File: src/rtl/color_palette_table_top_assert.svh
// ----------------------------------------------------------------------------
// color_palette_table_top_assert.svh
// Assertion macros shared by the colour palette table modules.
// ----------------------------------------------------------------------------
`ifndef COLOR_PALETTE_TABLE_TOP_ASSERT_SVH
`define COLOR_PALETTE_TABLE_TOP_ASSERT_SVH

// Check a consequence in the same cycle as its trigger
`define CPT_ASSERT_NOW(label, clk, rst_n, ante, cons, msg) \
    label: assert property (@(posedge clk) disable iff (!rst_n) (ante) |-> (cons)) \
        else $error(msg);

// Check a consequence in the cycle after its trigger
`define CPT_ASSERT_NEXT(label, clk, rst_n, ante, cons, msg) \
    label: assert property (@(posedge clk) disable iff (!rst_n) (ante) |=> (cons)) \
        else $error(msg);

`endif

File: src/rtl/cpt_pkg.sv
// ----------------------------------------------------------------------------
// cpt_pkg
// Operation codes, controller commands and the default xterm palette table.
// ----------------------------------------------------------------------------
package cpt_pkg;

    localparam int unsigned EntryCount = 256;
    localparam int unsigned IndexWidth = 8;
    localparam int unsigned ColorWidth = 24;
    localparam int unsigned CountWidth = 9;

    // Operation codes carried by the func field
    typedef enum logic [1:0] {
        FUNC_SET       = 2'd0,
        FUNC_GET       = 2'd1,
        FUNC_RESET_ONE = 2'd2,
        FUNC_RESET_ALL = 2'd3
    } func_t;

    // Controller state, one-hot
    typedef enum logic [2:0] {
        ST_IDLE = 3'b001,
        ST_EXEC = 3'b010,
        ST_READ = 3'b100
    } state_t;

    // Commands from controller to datapath
    typedef struct packed {
        logic capture;  // latch the incoming word
        logic exec;     // update store, marks and count; launch the read
        logic finish;   // form the result word
    } cpt_cmd_t;

    typedef logic [ColorWidth-1:0] palette_t [EntryCount];

    localparam logic [ColorWidth-1:0] BasicColors [16] = '{
        24'h000000, 24'h800000, 24'h008000, 24'h808000,
        24'h000080, 24'h800080, 24'h008080, 24'hc0c0c0,
        24'h808080, 24'hff0000, 24'h00ff00, 24'hffff00,
        24'h0000ff, 24'hff00ff, 24'h00ffff, 24'hffffff
    };

    localparam int unsigned CubeFirst = 16;
    localparam int unsigned CubeSide  = 6;
    localparam int unsigned CubeBase  = 55;
    localparam int unsigned CubeStep  = 40;
    localparam int unsigned GrayFirst = 232;
    localparam int unsigned GraySteps = 24;
    localparam int unsigned GrayBase  = 8;
    localparam int unsigned GrayStep  = 10;

    // Component level of the colour cube
    function automatic logic [7:0] cube_level(input int unsigned k);
        logic [7:0] lvl;
        lvl = (k == 0) ? 8'd0 : 8'(k * CubeStep + CubeBase);
        return lvl;
    endfunction

    // Build the default palette at elaboration
    function automatic palette_t build_palette();
        palette_t    p;
        int unsigned slot;
        logic [7:0]  gv;
        for (int i = 0; i < 16; i++)
        begin
            p[i] = BasicColors[i];
        end
        slot = CubeFirst;
        for (int r = 0; r < CubeSide; r++)
        begin
            for (int g = 0; g < CubeSide; g++)
            begin
                for (int b = 0; b < CubeSide; b++)
                begin
                    p[slot] = {cube_level(r), cube_level(g), cube_level(b)};
                    slot++;
                end
            end
        end
        for (int k = 0; k < GraySteps; k++)
        begin
            gv = 8'(k * GrayStep + GrayBase);
            p[GrayFirst + k] = {gv, gv, gv};
        end
        return p;
    endfunction

    localparam palette_t DefaultPalette = build_palette();

endpackage

File: src/rtl/cpt_ctrl.sv
// ----------------------------------------------------------------------------
// cpt_ctrl
// Sequencer: accept a word, run the store update, then form the result.
// ----------------------------------------------------------------------------
module cpt_ctrl
    import cpt_pkg::*;
(
    input  logic     clk,
    input  logic     rst_n,
    input  logic     start,
    output logic     busy,
    output cpt_cmd_t cmd
);

    state_t state_reg;
    state_t state_next;

    // Advance through update and read
    always_comb
    begin
        state_next = state_reg;
        case (state_reg)
            ST_IDLE:
            begin
                if (start)
                begin
                    state_next = ST_EXEC;
                end
            end
            ST_EXEC: state_next = ST_READ;
            ST_READ: state_next = ST_IDLE;
            default: state_next = ST_IDLE;
        endcase
    end

    always_ff @(posedge clk or negedge rst_n)
    begin
        if (!rst_n)
        begin
            state_reg <= ST_IDLE;
        end
        else
        begin
            state_reg <= state_next;
        end
    end

    // Decode commands
    assign busy        = (state_reg != ST_IDLE);
    assign cmd.capture = (state_reg == ST_IDLE) && start;
    assign cmd.exec    = (state_reg == ST_EXEC);
    assign cmd.finish  = (state_reg == ST_READ);

endmodule

File: config.mk
export PLATFORM = sky130hd
export DESIGN_NAME = cpt_ctrl
export DESIGN_NICKNAME = d
export VERILOG_FILES = /design/src/rtl/color_palette_table_top_assert.svh /design/src/rtl/cpt_pkg.sv /design/src/rtl/cpt_ctrl.sv
export SDC_FILE = /design/constraint.sdc
export NUM_CORES = 1
export LEC_CHECK = 0
export ABC_AREA = 1
export BUFFER_PORTS_ARGS = -buffer_cell sky130_fd_sc_hd__buf_4
export CORE_AREA = 2 2 39 41
export CTS_CLUSTER_DIAMETER = 150
export DETAILED_ROUTE_END_ITERATION = 12
export DIE_AREA = 0 0 41 43
export PLACE_DENSITY = 0.31
export SLEW_MARGIN = 20
export SYNTH_ARGS = -nofsm -noshare
export SYNTH_HDL_FRONTEND = slang
export SYNTH_SLANG_ARGS = --single-unit
File: constraint.sdc
create_clock -name clk -period 1.1 [get_ports clk]
set_input_delay 0.165 -clock clk [delete_from_list [all_inputs] [get_ports clk]]
set_output_delay 0.165 -clock clk [all_outputs]
set_load 0.01 [all_outputs]
Yosys cells after proc, flatten, opt, wreduce, memory -nomap -nowiden --
Index checks and enable logic that the tools add are counted.
Cells by class: eq/ne operators 5, reductions and logical operators 1, muxes and demuxes 2
Operators with widths (count):
- case mux 3 bit (2 select lines) | 1
- == test 3 x 1 -> 1 bit, second input constant | 1
- == test 3 x 2 -> 1 bit, second input constant | 1
- == test 3 bit, second input constant | 1
- 2-to-1 mux 3 bit | 1
- != test 3 x 1 -> 1 bit, second input constant | 1
- != test 2 bit, second input constant | 1
- logical AND 1 bit | 1
Storage, ports and cells: input bits 3, bits in registers 3

Logic depth before layout (Yosys ltp) --
word-level depth 2, depth in mapped cells 4

Worst setup path after synthesis --
No wires, ideal clock.
path kind register to output, start register state_reg[0], end output port cmd[2] (netlist bit), arrival 863 ps, slack 72 ps, cell stages (with the launch flop) 3, cell sequence dfstp_2 -> nand3_2 -> nor2_1
RTL lines:
- start, declared | RTL line cpt_ctrl.sv:15 | state_t state_reg;
- start signal, assigned | RTL line cpt_ctrl.sv:44 | state_reg <= state_next;
- end, declared | RTL line cpt_ctrl.sv:12 | output cpt_cmd_t cmd

==> results.py <==
metrics = {
    "pwr": {
        "power_frac_seq_pct": 22.9,
        "p_total_uw": 919,
        "ir_worst_vdd_v": 0.000905,
        "power.leakage_uw": 0.000178,
        "switching_share_pct": 35.1,
        "p_comb_share_pct": 55.9,
        "p_switching_uw": 322,
        "powerDensity_nw_per_um2": 2850,
        "p_int_uw": 596,
        "clockPowerShare_pct": 21.2,
    },
    "floorplanning": {
        "core_area_um2": 1380,
        "die_w_um": 41,
        "die-area_um2": 1760,
        "die_y_um": 43,
        "start_util_pct": 11.6,
        "rows": 14,
        "ioPinCount": 7,
    },
    "final_layout": {
        "drive_gt1_share_pct": 72.2,
        "nFillCells": 160,
        "diodes": 0,
        "largest_reg_flops": 3,
        "fin_util_pct": 23.3,
        "layout.cells.non_filler": 52,
        "syn_to_final_growth_pct": 102,
        "final_nets": 40,
    },
    "sta": {
        "min_period_ps": 1250,
        "holdWs_ps": 234,
        "rsz0062_at_grt": "yes",
        "clock_skew_ps": 0.0856,
        "relSlewSlack_pct": 89.3,
        "setup_viol": 6,
        "worst_pin_slew_ps": 161,
        "finalHoldViolCount": 0,
        "fin_ws_ps": -152,
        "maxSlewViolCount": 0,
        "fmax_mhz": 799,
        "finalCritPeriodShare_pct": 114,
    },
    "route": {
        "drc": 0,
        "wl_per_cell_um": 8.38,
        "detail-route-antenna-nets": 0,
        "drtPass1Iterations": 1,
        "viasPerCell": 3.21,
        "drt_wl_total_um": 436,
        "vias": 167,
        "drt_iter0_markers": 0,
    },
    "clock_tree": {
        "root_buffer": "clkbuf_4",
        "cts_tree": "yes",
        "clockBufferDepth": 2,
        "clkLatencyLatePin_ps": 230,
        "cts_max_level": 1,
        "clk_pin_slew_ps": 40,
        "clkSinkCount": 3,
        "numCtsBuffers": 3,
    },
    "synth": {
        "synth_edf_count": 0,
        "ys.flop_type": "dfrtp_1",
        "yosys_warnings": 0,
        "avgSynthCellArea_um2": 8.43,
        "ys_types": 12,
        "yosys-top-cells-area": "dfrtp_1, dfstp_2, nand3_2",
        "ys_seq_elements": 3,
        "synthTopCellsByCount": "inv_1, dfrtp_1, inv_2, nand3_2, nor2_1",
        "syn_inst": 19,
        "syn_nets": 22,
        "yosysSeqAreaShare_pct": 47.7,
        "synth_largest_area_cell": "dfrtp_1",
        "synth_top_cell_area_share_pct": 31.3,
        "async_reset_ff_share_pct": 100,
        "syn_area_um2": 160,
        "yosysMostFrequentCell": "inv_1",
    },
    "setup_path": {
        "slowest_delay_ps": 550,
        "reg2reg_depth": 6,
        "worst_r2r_endpoint": "state_reg[0]",
        "worst_r2r_startpoint": "state_reg[0]",
        "cp-start-kind": "flop",
        "critPathArrivalTime_ps": 1090,
        "ff2ff_setup_slack_ps": -90,
        "path_cells": "nand3_2 > nor2_1 > buf_4",
        "cp_max_fo": 3,
        "critPathRequiredTime_ps": 940,
        "cpMaxStageDelayCell": "dfstp_2",
        "path_class": "flop to primary output",
        "end_kind": "primary output",
    },
    "grt": {
        "grt_max_degree": 4,
        "grt_pass1_vias": 167,
        "met3_usage_pct": 1.57,
        "grt_most_used_layer": "met4",
        "met2_usage_pct": 7.50,
        "groute.usage.overall_pct": 6.14,
        "antenna_found_initial": 0,
        "grtUsageMet1_pct": 7.12,
        "overflow": 0,
        "grt_pass1_wl_um": 648,
    },
    "placement": {
        "dp_cells": 41,
        "detailedPlace.worstSlack_ps": 77.0,
        "place_congestion": 0.561,
        "hpwl_um": 263,
        "portBuffers": 6,
    },
    "min_path": {
        "hp-start": "start",
        "worstHoldPathCells": 4,
        "min_to": "state_reg[0]",
        "worstHoldPathType": "primary input to flop",
    },
    "flow_run": {
        "drv_cap": 0,
    },
    "run_status": {
        "status": "finished, violations left",
        "violations": "setup timing",
    },
}
==> timing repair <==
item,4_1_cts,5_1_grt
gates cloned,0,0
hold buffers,1,0
endpoints found under the hold margin,3,0
gates resized for setup,3,2
setup endpoints to repair,4,6
pin swaps,3,1
setup buffers,5,1
==> critical path: cells and delay by family, from the launching register on <==
family,cells,cell delay [ps]
flops,1,550
buf+inv,1,120
simple gates,2,170
==> logic make-up (layout without fill, tap and decap cells) <==
family / count (synthesis) / count (layout) / synth area share (%)
buffers and inverters: 7 / 24 / 18.8
flip-flops: 3 / 3 / 47.7
AND/OR/NAND/NOR: 9 / 9 / 33.6
==> power groups by stage <==
stage | clock network, uW | registers [uW] | logic (uW)
finish | 195 | 211 | 513
global route | 223 | 213 | 563
CTS | 206 | 209 | 453
detailed placement | 0 | 210 | 314
global placement | 0 | 207 | 311
floorplan | 0 | 200 | 185
==> layout by cell type (no fill, tap or decap), drive strengths merged <==
cell,count
nor3,1
buf,13
dfrtp,2
inv,6
clkbuf,4
nor2,3
nand2,2
dlygate4sd3,1
nand3,3
dfstp,1
==> through the flow <==
step	cell area (um^2)	TNS, ps
after floorplan	160	0
after global placement	225	0
after detailed placement	225	0
after CTS	308	-523
after global routing	323	-912
final	323	-636
==> metal layers <==
layer  share of wire [%]  vias to the layer above
li1                    -                       88
met1                  40                       69
met2                  48                        8
met3                 8.3                        2
met4                 3.2                        0
met5                   0                        -
==> cell type report <==
type	instances	area (um^2)	share of cell area, %
timing repair buffer	14	111	34.5
sequential	3	76.3	23.6
multi-input combinational	9	66.3	20.5
clock buffer	4	26.3	8.14
inverter	6	22.5	6.98
tap	16	20.0	6.20
==> worst max path at each step <==
stage	depth (start not counted)	to	startpoint	slack (ps)
2_1_floorplan	2	cmd[2]	state_reg[0]	70
3_3_place_gp	4	cmd[1]	state_reg[0]	90
3_5_place_dp	3	cmd[2]	state_reg[0]	80
4_1_cts	3	cmd[2]	state_reg[0]	-170
5_1_grt	3	cmd[2]	state_reg[0]	-220
6_report	3	cmd[2]	state_reg[0]	-150
(Power assumes the default switching activity.)
